$ cat config.mk
export PLATFORM = sky130hd
export DESIGN_NAME = url_percent_codec_top
export DESIGN_NICKNAME = d
export VERILOG_FILES = /design/src/rtl/ucodec_pkg.sv /design/src/rtl/url_percent_codec_top.sv /design/src/rtl/ucodec_step.sv
export SDC_FILE = /design/constraint.sdc
export NUM_CORES = 1
export LEC_CHECK = 0
export BUFFER_PORTS_ARGS = -buffer_cell sky130_fd_sc_hd__buf_4
export CAP_MARGIN = 20
export CORE_ASPECT_RATIO = 0.8
export CORE_MARGIN = 1
export CORE_UTILIZATION = 55
export DETAILED_ROUTE_END_ITERATION = 10
export HOLD_SLACK_MARGIN = 0.12
export PLACE_DENSITY_LB_ADDON = 0.25
export SLEW_MARGIN = 10
export SYNTH_ARGS = -nofsm -noshare
export SYNTH_HDL_FRONTEND = slang
export SYNTH_SLANG_ARGS = --single-unit
$ cat constraint.sdc
create_clock -name aclk -period 5.6 [get_ports aclk]
set_clock_uncertainty 0.2 [all_clocks]
set_input_delay 0 -clock aclk [delete_from_list [all_inputs] [get_ports aclk]]
set_output_delay 0 -clock aclk [all_outputs]
set_load 0.01 [all_outputs]
$ cat src/rtl/ucodec_pkg.sv
// Shared types and constants for the URL percent codec.
// No dependencies; imported by ucodec_step and url_percent_codec_top.
`default_nettype none

package ucodec_pkg;

    localparam int unsigned MAX_RESULTS = 3;

    localparam logic [7:0] CHAR_PERCENT = 8'h25;
    localparam logic [7:0] CHAR_PLUS    = 8'h2B;
    localparam logic [7:0] CHAR_SPACE   = 8'h20;
    localparam logic [7:0] CHAR_MINUS   = 8'h2D;
    localparam logic [7:0] CHAR_UNDER   = 8'h5F;
    localparam logic [7:0] CHAR_DOT     = 8'h2E;
    localparam logic [7:0] CHAR_TILDE   = 8'h7E;
    localparam logic [7:0] CHAR_ZERO    = 8'h30;
    localparam logic [7:0] CHAR_NINE    = 8'h39;
    localparam logic [7:0] CHAR_LOW_A   = 8'h61;
    localparam logic [7:0] CHAR_LOW_Z   = 8'h7A;
    localparam logic [7:0] CHAR_UP_A    = 8'h41;
    localparam logic [7:0] CHAR_UP_Z    = 8'h5A;
    // 'a' - 10: subtracting it maps 'a'..'f' onto 10..15.
    localparam logic [7:0] HEX_LETTER_OFFSET = 8'd87;
    localparam logic [7:0] CASE_OFFSET       = 8'h20;

    localparam logic      DIR_ENCODE = 1'b0;
    localparam logic      DIR_DECODE = 1'b1;

    typedef enum logic [1:0] {
        ESC_IDLE   = 2'd0,
        ESC_FIRST  = 2'd1,
        ESC_SECOND = 2'd2
    } esc_phase_t;

    typedef struct packed {
        logic [7:0] data;
        logic       has_char;
        logic       last;
    } result_t;

    typedef struct packed {
        logic [1:0]    count;
        result_t [2:0] items;
        esc_phase_t    phase_next;
        logic [3:0]    nibble_next;
    } step_t;

    function automatic logic [7:0] hex_char(input logic [3:0] nib);
        logic [7:0] ch;
        case (nib)
            4'h0: ch = 8'h30;
            4'h1: ch = 8'h31;
            4'h2: ch = 8'h32;
            4'h3: ch = 8'h33;
            4'h4: ch = 8'h34;
            4'h5: ch = 8'h35;
            4'h6: ch = 8'h36;
            4'h7: ch = 8'h37;
            4'h8: ch = 8'h38;
            4'h9: ch = 8'h39;
            4'hA: ch = 8'h61;
            4'hB: ch = 8'h62;
            4'hC: ch = 8'h63;
            4'hD: ch = 8'h64;
            4'hE: ch = 8'h65;
            default: ch = 8'h66;
        endcase
        return ch;
    endfunction

endpackage

`default_nettype wire

$ cat src/rtl/url_percent_codec_top.sv
// Top level of the URL percent codec: input register, escape state,
// result sequencer and output register. Uses ucodec_pkg and ucodec_step.
//
// Byte-stream URL form codec. With direction 0 it encodes: letters, digits
// and - _ . ~ pass, space becomes '+', any other byte becomes '%' and two
// lower-case hex digits. With direction 1 it decodes '+' to space and
// '%'-escapes to bytes (digits are not checked). The final byte of a string
// always yields a result with m_out_last set; m_has_char is low on a bare end
// marker. A plain byte yields one result and an escaped byte three when
// encoding; an escape byte that produces nothing when decoding retires at once.
// An accepted byte waits in the input register until its last result has been
// loaded into the single result register, which holds one result at a time,
// so a stalled result channel holds off the input. Change direction only while
// the block is idle; the escape state survives a write.
`default_nettype none

module url_percent_codec_top (
    input  wire logic       aclk,
    input  wire logic       aresetn,
    input  wire logic       cfg_wr_en,
    input  wire logic       cfg_wr_data,
    input  wire logic       s_valid,
    output logic            s_ready,
    input  wire logic [7:0] s_in_byte,
    input  wire logic       s_in_last,
    output logic            m_valid,
    input  wire logic       m_ready,
    output logic [7:0]      m_out_byte,
    output logic            m_has_char,
    output logic            m_out_last
);
    import ucodec_pkg::*;

    logic       direction_reg;
    logic       in_valid_reg;
    logic [7:0] in_byte_reg;
    logic       in_last_reg;
    esc_phase_t phase_reg;
    logic [3:0] nibble_reg;
    logic [1:0] idx_reg;
    logic       m_valid_reg;
    result_t    m_data_reg;

    step_t      step;
    result_t    cur_result;
    logic       out_free;
    logic       out_load;
    logic       item_done;

    ucodec_step u_step (
        .in_byte   (in_byte_reg),
        .in_last   (in_last_reg),
        .direction (direction_reg),
        .phase     (phase_reg),
        .nibble    (nibble_reg),
        .step      (step)
    );

    always_comb begin
        case (idx_reg)
            2'd0:    cur_result = step.items[0];
            2'd1:    cur_result = step.items[1];
            default: cur_result = step.items[2];
        endcase
        out_free  = !m_valid_reg || m_ready;
        out_load  = in_valid_reg && (step.count != 2'd0) && out_free;
        // The item retires with its last result, or at once if it has none.
        item_done = in_valid_reg && ((step.count == 2'd0)
                    || (out_free && (idx_reg == step.count - 2'd1)));
        s_ready   = !in_valid_reg || item_done;
    end

    always_ff @(posedge aclk) begin
        if (!aresetn) begin
            direction_reg <= DIR_ENCODE;
            in_valid_reg  <= 1'b0;
            phase_reg     <= ESC_IDLE;
            nibble_reg    <= 4'd0;
            idx_reg       <= 2'd0;
            m_valid_reg   <= 1'b0;
        end else begin
            if (cfg_wr_en) begin
                direction_reg <= cfg_wr_data;
            end
            if (s_valid && s_ready) begin
                in_valid_reg <= 1'b1;
            end else if (item_done) begin
                in_valid_reg <= 1'b0;
            end
            if (item_done) begin
                phase_reg  <= step.phase_next;
                nibble_reg <= step.nibble_next;
                idx_reg    <= 2'd0;
            end else if (out_load) begin
                idx_reg <= idx_reg + 2'd1;
            end
            if (out_load) begin
                m_valid_reg <= 1'b1;
            end else if (m_ready) begin
                m_valid_reg <= 1'b0;
            end
        end
    end

    always_ff @(posedge aclk) begin
        if (s_valid && s_ready) begin
            in_byte_reg <= s_in_byte;
            in_last_reg <= s_in_last;
        end
        if (out_load) begin
            m_data_reg <= cur_result;
        end
    end

    assign m_valid    = m_valid_reg;
    assign m_out_byte = m_data_reg.data;
    assign m_has_char = m_data_reg.has_char;
    assign m_out_last = m_data_reg.last;

endmodule

`default_nettype wire

$ cat src/rtl/ucodec_step.sv
// Combinational step of the URL codec: one byte plus escape state in,
// up to three result characters and the next escape state out. Uses ucodec_pkg.
`default_nettype none

module ucodec_step (
    input  wire logic [7:0]             in_byte,
    input  wire logic                   in_last,
    input  wire logic                   direction,
    input  wire ucodec_pkg::esc_phase_t phase,
    input  wire logic [3:0]             nibble,
    output ucodec_pkg::step_t           step
);
    import ucodec_pkg::*;

    logic       is_digit;
    logic       is_upper;
    logic       is_plain;
    logic [7:0] lowered;
    logic [7:0] digit_val;

    always_comb begin
        is_digit = (in_byte inside {[CHAR_ZERO:CHAR_NINE]});
        is_upper = (in_byte inside {[CHAR_UP_A:CHAR_UP_Z]});
        is_plain = is_digit || is_upper || (in_byte inside {[CHAR_LOW_A:CHAR_LOW_Z]})
                   || (in_byte inside {CHAR_MINUS, CHAR_UNDER, CHAR_DOT, CHAR_TILDE});
        lowered   = is_upper ? (in_byte + CASE_OFFSET) : in_byte;
        digit_val = is_digit ? (in_byte - CHAR_ZERO) : (lowered - HEX_LETTER_OFFSET);
    end

    always_comb begin
        step             = '0;
        step.phase_next  = phase;
        step.nibble_next = nibble;

        if (direction == DIR_ENCODE) begin
            step.phase_next  = ESC_IDLE;
            step.nibble_next = 4'd0;
            if (is_plain) begin
                step.count    = 2'd1;
                step.items[0] = '{data: in_byte, has_char: 1'b1, last: in_last};
            end else if (in_byte == CHAR_SPACE) begin
                step.count    = 2'd1;
                step.items[0] = '{data: CHAR_PLUS, has_char: 1'b1, last: in_last};
            end else begin
                step.count    = 2'd3;
                step.items[0] = '{data: CHAR_PERCENT, has_char: 1'b1, last: 1'b0};
                step.items[1] = '{data: hex_char(in_byte[7:4]), has_char: 1'b1,
                                  last: 1'b0};
                step.items[2] = '{data: hex_char(in_byte[3:0]), has_char: 1'b1,
                                  last: in_last};
            end
        end else begin
            case (phase)
                ESC_FIRST: begin
                    step.nibble_next = digit_val[3:0];
                    step.phase_next  = ESC_SECOND;
                end
                ESC_SECOND: begin
                    step.phase_next  = ESC_IDLE;
                    step.nibble_next = 4'd0;
                    step.count       = 2'd1;
                    step.items[0]    = '{data: {nibble, 4'd0} | digit_val, has_char: 1'b1,
                                         last: in_last};
                end
                default: begin
                    if (in_byte == CHAR_PERCENT) begin
                        step.phase_next  = ESC_FIRST;
                        step.nibble_next = 4'd0;
                    end else begin
                        step.phase_next = ESC_IDLE;
                        step.count      = 2'd1;
                        step.items[0]   = '{data: (in_byte == CHAR_PLUS) ? CHAR_SPACE
                                                                          : in_byte,
                                            has_char: 1'b1, last: in_last};
                    end
                end
            endcase

            // An escape left open at the end of a string is dropped; only the
            // end marker goes out.
            if (step.count == 2'd0 && in_last) begin
                step.phase_next  = ESC_IDLE;
                step.nibble_next = 4'd0;
                step.count       = 2'd1;
                step.items[0]    = '{data: 8'd0, has_char: 1'b0, last: 1'b1};
            end
        end
    end

endmodule

`default_nettype wire

==> results.txt, run 1 <==
In this run the vertical extent of the chip is 68.2 um. In this run, synthesis inferred 19 flip-flops with an integrated enable. The run gives 0.426 as the sequential share of power. Data on the critical path is required at its endpoint by 5.63 ns.

The initial antenna violation count came out at 0. After synthesis, the netlist uses 70 different library cells. The synthesized flop and latch total is 42. By startpoint and endpoint, the worst setup path is classified as flip-flop to flip-flop.

During synthesis, Yosys emitted a total of 0 warnings. The critical path goes through inv_1 > ha_1 > or4b_4 > a311oi_2 > a21oi_2 > or4_4 > o21ai_4 > nand3_4 > mux2i_1 > ha_1 > nand2b_1 > a2111oi_0 > nor2_1 > mux2i_1. The area growth from synthesis to layout is 15.2%.

The worst hold path terminates at in_byte_reg[5]. The number of antenna-violating nets in the routed design is 0, and the fraction of registers with async set/reset is 0. Cell internal power was estimated by the tool at 601 uW. The tightest slew margin relative to the limit is 0.270, and the area inside the core boundary is 5150 um2. The startpoint identified for the worst register-to-register timing path is in_byte_reg[0]. By area, the combinational part of the netlist is dominated by compound AO/OA/AOI/OAI gates. The fraction of the mapped netlist area in compound gates was 0.229; the wire length of the first global-routing pass was 12.9 mm. The effective utilization at floorplan was 0.585. Averaged over all synthesized cells, the footprint is 8.81 um2. Minimum clock period: 4.91 ns.

Fraction of the yosys area taken by sequential cells: 0.342. For the area occupied by multi-input gates, the log shows 1810 um2. The die is 84.7 um wide.

Setup total negative slack on the finished layout was measured at 0 ns. After floorplanning, the core was divided into 23 placement rows. The analysis attributes to cell leakage a power of 0.00138 uW. The adder-cell area share of the yosys netlist was 0.0831. The share of the synthesized area in the top cell type is 0.189.

Count of final hold-check violations: 0. Setup repair after global routing left no endpoint under its margin. The prevailing post-synth register cell was sky130_fd_sc_hd__dfxtp_1.

The final worst-path cycle share is 0.877. In this run the power density over the cells is 276 nW/um2. The pre-antenna-repair detailed-routing pass consisted of 7 iterations. The post-synthesis share of cell area spent on xor and xnor gates came out at 0.0204. The critical path's top delay family was simple AND/OR/NAND/NOR gates. STA classifies the critical path startpoint as a flip-flop. The run finished with clean final reports. The via count of the first global-routing pass came out at 2,566. Setup violations remaining at the end of the flow were counted as 0. VDD sags by at most 0.188 mV. The combined buffer and inverter count along the critical path was 1. For the CTS buffer count, the log shows 5.

In this run the worst path has a maximum fanout of 23. The logs give 2 for the number of H-tree levels and 8.07 mm for the wire length reported by the detailed router. Tracing the worst setup path back leads to its startpoint at in_byte_reg[0].

For the insertion delay of the later-clocked pin in the worst-skew pair, the log shows 0.31 ns. Clock-pin slew was measured on the worst setup and hold paths at 0.09 ns. The sequential cells in the finished layout cover a total of 1030 um2. The cell with the biggest individual delay on the critical path was sky130_fd_sc_hd__or4_4.

On the worst path, the slowest cell contributes a delay of 0.60 ns. The worst setup path is captured at a flip-flop. TritonCTS built the clock tree. Dividing the detail-routed wire length by the instance count gives 18.4 um. The total count of max-transition violations in the final report came out at 0. Dividing the detail-routed via count by the number of cells gives 6.41. The floorplan step defined a die boundary enclosing 5780 um2. Port buffering added 26 buffers. The worst hold path belongs to the class primary input to flip-flop. After clock tree synthesis, the setup repair step added 0 buffers. Net switching fraction of the power: 0.371.

The logs give 0.673 for the share of the core filled with cells and 3010 um2 for the post-synthesis instance area. Launch instance of the worst min-delay path: s_in_byte[5]. The worst reg2reg path depth was 14. Setup slack on the worst reg-to-reg path comes out at 0.69 ns. Summed over all instances, the cell type with the most area after synthesis is sky130_fd_sc_hd__edfxtp_1. The number of gates resized after CTS was 0; the via count of the routed design was 2,816.

The share of post-route cells with drive strength above 1 was 0.135. In this run the count of I/O pins placed on the die edge is 27. Leaving out fill and tap cells, the most frequent cell in the layout is sky130_fd_sc_hd__nand2_1. At the end of routability-driven placement, the weighted congestion stood at 0.897. The portion of netlist area occupied by mux cells came out at 0.0611.

Entering global routing, the biggest net connects 24 pins. The tree is rooted in a sky130_fd_sc_hd__clkbuf_8. In this run the deepest clock path goes through 2 buffers. The antenna cell count came out at 0.

Along the worst hold path, the cell count comes to 2. STA puts the critical path data arrival time at 4.94 ns. The combinational power share was 0.349. Post-detailed-route DRC marker count: 0. For the post-layout net count, the log shows 411. The logs give 473 for the number of DRC markers in iteration 0 and 424 for the number of fill cells. The total global routing track utilization was 0.293; the number of standard cells after synthesis was 342. The total of max-cap violations came out at 0. Summed over all layers, the global routing overflow is 0. In this run the power spent charging and discharging nets is 355 uW. The clock network fraction of design power was 0.225. Ranked by total cell area, the synthesized netlist is headed by sky130_fd_sc_hd__edfxtp_1, sky130_fd_sc_hd__dfxtp_1, sky130_fd_sc_hd__ha_1.

At the pin with the least slew margin, the transition time is 1.09 ns. Static timing analysis puts the maximum clock frequency at 204 MHz. In the layout the commonest cells are sky130_fd_sc_hd__nand2_1, sky130_fd_sc_hd__buf_4, sky130_fd_sc_hd__nor2_1, sky130_fd_sc_hd__dfxtp_1, sky130_fd_sc_hd__inv_1. When the netlist entered floorplanning its net count stood at 377. CTS saw 42 sinks. Detailed placement finished with a half-perimeter wire length of 5.75 mm.

The post-synthesis share of cell area spent on and, or, nand and nor gates works out to 0.206.
## metrics by stage
| step | instance area [um2] | instances | power, uW | setup slack, ns | hold WS (ns) |
|---|---|---|---|---|---|
| 2_1_floorplan | 3010 | 342 | 634 | 1.32 | -0.101 |
| 3_3_place_gp | 3230 | 416 | 725 | 0.962 | -0.0205 |
| 3_5_place_dp | 3230 | 416 | 729 | 0.768 | -0.0203 |
| 4_1_cts | 3470 | 439 | 949 | 0.729 | 0.210 |
| 5_1_grt | 3470 | 439 | 1010 | 0.285 | 0.227 |
| 6_report | 3470 | 439 | 956 | 0.690 | 0.220 |
## worst register-to-register path, delay by kind of cell, from the launching register on
family | cells | cell delay, ns
buffers and inverters | 1 | 0.19
DFF | 1 | 0.56
muxes | 2 | 0.64
and+or+nand+nor | 5 | 1.60
adders and majority gates | 2 | 0.54
AOI/OAI and AO/OA | 4 | 1.09
## worst max path at each step
| stage | end | slack [ns] | depth (start not counted) |
|---|---|---|---|
| floorplan | flip-flop | 1.32 | 16 |
| global placement | flip-flop | 0.96 | 14 |
| detailed placement | flip-flop | 0.77 | 14 |
| CTS | flip-flop | 0.73 | 14 |
| global route | flip-flop | 0.28 | 15 |
| finish | flip-flop | 0.69 | 14 |
## power by group through the flow
stage               sequential (uW)  combinational, uW  clock, uW
floorplan                       395                239          0
global placement                411                314          0
detailed placement              412                317          0
CTS                             406                327        216
global route                    412                365        230
finish                          407                334        215
## layout make-up
| class | count | share of cell area |
|---|---|---|
| flip-flops and latches | 42 | 0.297 |
| inverters | 25 | 0.0271 |
| clock buffers | 5 | 0.0198 |
| clock inverters | 3 | 0.00649 |
| repair buffers | 44 | 0.106 |
| well taps | 62 | 0.0224 |
| multi-input cells | 258 | 0.521 |
## layer usage
layer	vias to the layer above	track usage	routed length, um
met3	29	0.0651	624
met4	0	0.119	206
met2	135	0.467	3660
li1	1336	-	-
met1	1316	0.392	3570
met5	-	0	0
## synth_stat cells, types with 3 or more instances
cell	n
sky130_fd_sc_hd__clkbuf_1	14
sky130_fd_sc_hd__clkinv_1	3
sky130_fd_sc_hd__nand3_1	7
sky130_fd_sc_hd__a21oi_1	19
sky130_fd_sc_hd__nand4_1	3
sky130_fd_sc_hd__nand2_1	31
sky130_fd_sc_hd__nor3_1	11
sky130_fd_sc_hd__nor4_1	3
sky130_fd_sc_hd__dfxtp_1	23
sky130_fd_sc_hd__xnor2_1	6
sky130_fd_sc_hd__nand2b_1	7
sky130_fd_sc_hd__nor2b_1	5
sky130_fd_sc_hd__mux2i_1	15
sky130_fd_sc_hd__o22ai_1	4
sky130_fd_sc_hd__a31oi_1	6
sky130_fd_sc_hd__o21a_1	4
sky130_fd_sc_hd__and3_1	7
sky130_fd_sc_hd__o31ai_1	6
sky130_fd_sc_hd__nand3b_1	3
sky130_fd_sc_hd__edfxtp_1	19
sky130_fd_sc_hd__ha_1	20
sky130_fd_sc_hd__a22oi_1	7
sky130_fd_sc_hd__nor2_1	24
sky130_fd_sc_hd__inv_1	22
sky130_fd_sc_hd__o21ai_0	13
sky130_fd_sc_hd__o221ai_1	3
## cells by family after synthesis
group	after synthesis
AND/OR/NAND/NOR	117
AO/OA/AOI/OAI	96
adder cells (fa/ha/maj)	20
multiplexers	18
flip-flops	42
buffers and inverters	42
XOR/XNOR	7
## timing repair
| item | CTS | global route |
|---|---|---|
| hold buffers | 15 | 0 |
| setup endpoints to repair | 0 | 0 |
| hold endpoints to repair | 31 | 0 |
(Power assumes the default switching activity.)
==> run 2: changes to the inputs <==
--- a/config.mk
+++ b/config.mk
@@ -16,4 +16,5 @@
 export SLEW_MARGIN = 10
 export SYNTH_ARGS = -nofsm -noshare
 export SYNTH_HDL_FRONTEND = slang
+export SYNTH_HIERARCHICAL = 1
 export SYNTH_SLANG_ARGS = --single-unit
==> run 2 against run 1 <==
Net effect:
- global-route usage rose by 0.40 points
- die area decreased by 13%
- critical path type unchanged
- largest cell class unchanged
- synthesized cell count decreased by 10%
- via count fell by 11%
- largest power group unchanged
==> results.txt, run 2 <==
The run finished with clean final reports. The logs give 0 for the number of gates resized after CTS and 0 for the total count of max-transition violations in the final report. The critical path is of the flip-flop to flip-flop type.

The total global routing track utilization was 0.297; the antenna cell count was 0. The insertion delay of the later-clocked pin in the worst-skew pair was 0.29 ns; the number of DRC markers in iteration 0 was 336. The tools report the overall die area as 5050 um2. After detailed routing, the number of vias per cell comes to 6.22.

During synthesis, Yosys emitted a total of 6 warnings. At the pin with the least slew margin, the transition time is 0.763 ns. Buffers added to address setup during post-CTS repair amount to 0.

The minimum clock period is 4.91 ns. For this design, the CTS-stage hold fixing added 17 buffers. Summed over all layers, the routed wires come to 7.01 mm. The flop-to-flop setup slack came out at 0.69 ns. Walking the worst path, the cells encountered are inv_1 > ha_1 > or4b_4 > a311oi_4 > nor2_2 > nand3b_4 > or3_4 > inv_1 > inv_1 > ha_1 > xor2_1 > a2111oi_0 > o21a_1 > dlygate4sd3_1.

Timing would allow up to 204 MHz. The synthesized flop and latch total is 30. From left edge to right edge, the die measures 79.2 um. The maximum number of pins on one net before global-route repair is 22. The net count of the finished layout is 374. The library cell with the highest instance count after synthesis was sky130_fd_sc_hd__nand2_1. The worst register-to-register path has a depth of 14.

STA puts the critical path data required time at 5.63 ns. Root buffer cell: sky130_fd_sc_hd__clkbuf_8. The class of the most critical hold timing path is primary input to flip-flop. TritonCTS built the clock tree. The share of post-route cells with drive strength above 1 works out to 0.149. In this run the mean area of a mapped cell was 8.55 um2. In this run, distinct cell masters in the synthesized netlist total 65. The critical path's top delay family is simple AND/OR/NAND/NOR gates. After synthesis, the cell types taking the most area are sky130_fd_sc_hd__edfxtp_1, sky130_fd_sc_hd__dfxtp_1, sky130_fd_sc_hd__ha_1. Summed over all nets, the half-perimeter wirelength after detailed placement is 5.07 mm. The fraction of registers with async set/reset is 0. The final setup violation count is 0, and the deepest clock path buffer count is 2.

The path with the worst hold slack has its endpoint at in_byte_reg[4]. Effective utilization at floorplan: 0.571. By count the netlist is led by sky130_fd_sc_hd__nand2_1, sky130_fd_sc_hd__nor2_1, sky130_fd_sc_hd__inv_1. The detail route stage leaves a number of antenna-violating nets equal to 0. The count of port buffers added during placement is 26. The routed layout has 2,505 vias. The most used flip-flop cell after synthesis is sky130_fd_sc_hd__edfxtp_1.

The worst setup path is launched from a flip-flop. The fraction of the yosys area taken by sequential cells was 0.301. Library cell occupying the most area in the post-synthesis netlist: sky130_fd_sc_hd__edfxtp_1.

The tools report the via count of the first global-routing pass as 2,333. STA classifies the critical path endpoint as a flip-flop. Summed negative setup slack over all endpoints: 0 ns. The wire length per cell was 17.4 um. The share of the synthesized area in the top cell type was 0.217.

The number of enable flip-flop cells after synthesis was 19; the CTS buffer count was 5. In this run the static leakage power is 0.00124 uW. The power density of the placed cells came out at 237 nW/um2. Counting instances, the worst hold path has a depth of 2.

The congestion estimate from routability-driven global placement came to 0.979. The startpoint identified for the worst register-to-register timing path is in_byte_reg[1]. The count of non-filler cells in the finished layout is 403. The run gives 0 as the initial antenna violation count. The final worst-path cycle share is 0.877, and the clock transition at the register clock pins on the worst setup and hold paths after CTS is 0.07 ns. Tightest slew margin relative to the limit: 0.488. The library cells used most frequently in the layout, excluding fill and tap cells, are sky130_fd_sc_hd__nand2_1, sky130_fd_sc_hd__buf_4, sky130_fd_sc_hd__nor2_1, sky130_fd_sc_hd__inv_1, sky130_fd_sc_hd__edfxtp_1.

The core region is 4600 um2. The total of max-cap violations is 0, and the global route total overflow is 0. The area growth from synthesis to layout is 18.5%.

Floorplan die height: 63.8 um. Cell with the biggest individual delay on the critical path: sky130_fd_sc_hd__or4b_4. The maximum single-stage delay on the critical path is 0.57 ns.

The highest net fanout along the worst path was 12. The pre-antenna-repair detailed-routing pass consisted of 5 iterations. The library cell used most frequently in the layout, excluding fill and tap cells, is sky130_fd_sc_hd__nand2_1.

The most prevalent standard cell on the critical path is sky130_fd_sc_hd__inv_1. The logs give 2 for the number of H-tree levels and 22 for the cell row count. For this run, design rule violations remaining after detail routing come to 0.

The signal arrival time at the worst endpoint was 4.94 ns; the total number of clock tree sinks was 30. The tools report the number of cells in the design after placement as 378. Setup repair after global routing left no endpoint under its margin. The first global-routing pass estimated 11.5 mm of wire. Summing every instance area after synthesis gives 2630 um2.

The run gives 0 as the count of final hold-check violations. The launch instance of the worst min-delay path is s_in_byte[4]. Synthesis handed over a netlist of 307 instances.

The top-level port count was 27; the combined buffer and inverter count along the critical path was 4. The run gives 0.178 mV as the maximum vdd ir drop. Capturing point of the worst reg2reg path: idx_reg[0].
==> run 2: power by group <==
| part | total [uW] | internal [uW] | switching, uW |
|---|---|---|---|
| clock | 263 | 176 | 86.6 |
| sequential | 272 | 255 | 17.0 |
| combinational | 202 | 87.4 | 114 |
| total | 737 | 519 | 218 |
==> run 2: area by class of cell <==
cell class | count | area, um2
multi-input combinational | 237 | 1640
timing repair buffer | 46 | 388
sequential | 30 | 791
inverter | 22 | 82.6
clock inverter | 3 | 63.8
tap | 60 | 75.1
fill | 381 | 1490
clock buffer | 5 | 68.8
==> run 2: worst max-delay path by stage <==
stage / from / end / slack [ns] / cells past startpoint
floorplan: in_byte_reg[1] / in_byte_reg[0] / 1.25 / 14
CTS: in_byte_reg[1] / idx_reg[0] / 0.77 / 14
finish: in_byte_reg[1] / idx_reg[0] / 0.69 / 14
detailed placement: in_byte_reg[1] / m_out_byte[2] / 1.04 / 12
global route: in_byte_reg[1] / idx_reg[0] / 0.45 / 14
global placement: in_byte_reg[1] / m_out_byte[2] / 1.12 / 12
==> run 2: per-layer routing <==
metal / track usage / vias up / share of wire
li1: - / 1194 / -
met1: 0.401 / 1153 / 0.44
met2: 0.456 / 136 / 0.44
met3: 0.0986 / 22 / 0.11
met4: 0.0773 / 0 / 0.017
met5: 0 / - / 0
==> run 2: kinds of logic (layout without fill, tap and decap cells) <==
| logic type | count (synthesis) | after routing | share of synthesized area |
|---|---|---|---|
| compound gates | 83 | 83 | 0.237 |
| xor+xnor | 6 | 6 | 0.0200 |
| fa+ha+maj | 17 | 17 | 0.0810 |
| buf+inv | 42 | 76 | 0.0763 |
| flops | 30 | 30 | 0.301 |
| mux | 16 | 16 | 0.0620 |
| other cells | 1 | 3 | 0.00143 |
| simple gates | 112 | 112 | 0.221 |
==> run 2: stage by stage <==
stage               utilization  total power, uW  area (um2)  hold slack [ns]  setup WS, ns
floorplan                     -              417        2630           -0.101          1.25
global placement          0.611              461        2810          -0.0215          1.12
detailed placement        0.611              462        2810          -0.0205          1.04
CTS                       0.677              733        3110            0.221         0.771
global route              0.677              767        3110            0.222         0.452
finish                    0.677              737        3110            0.232         0.689
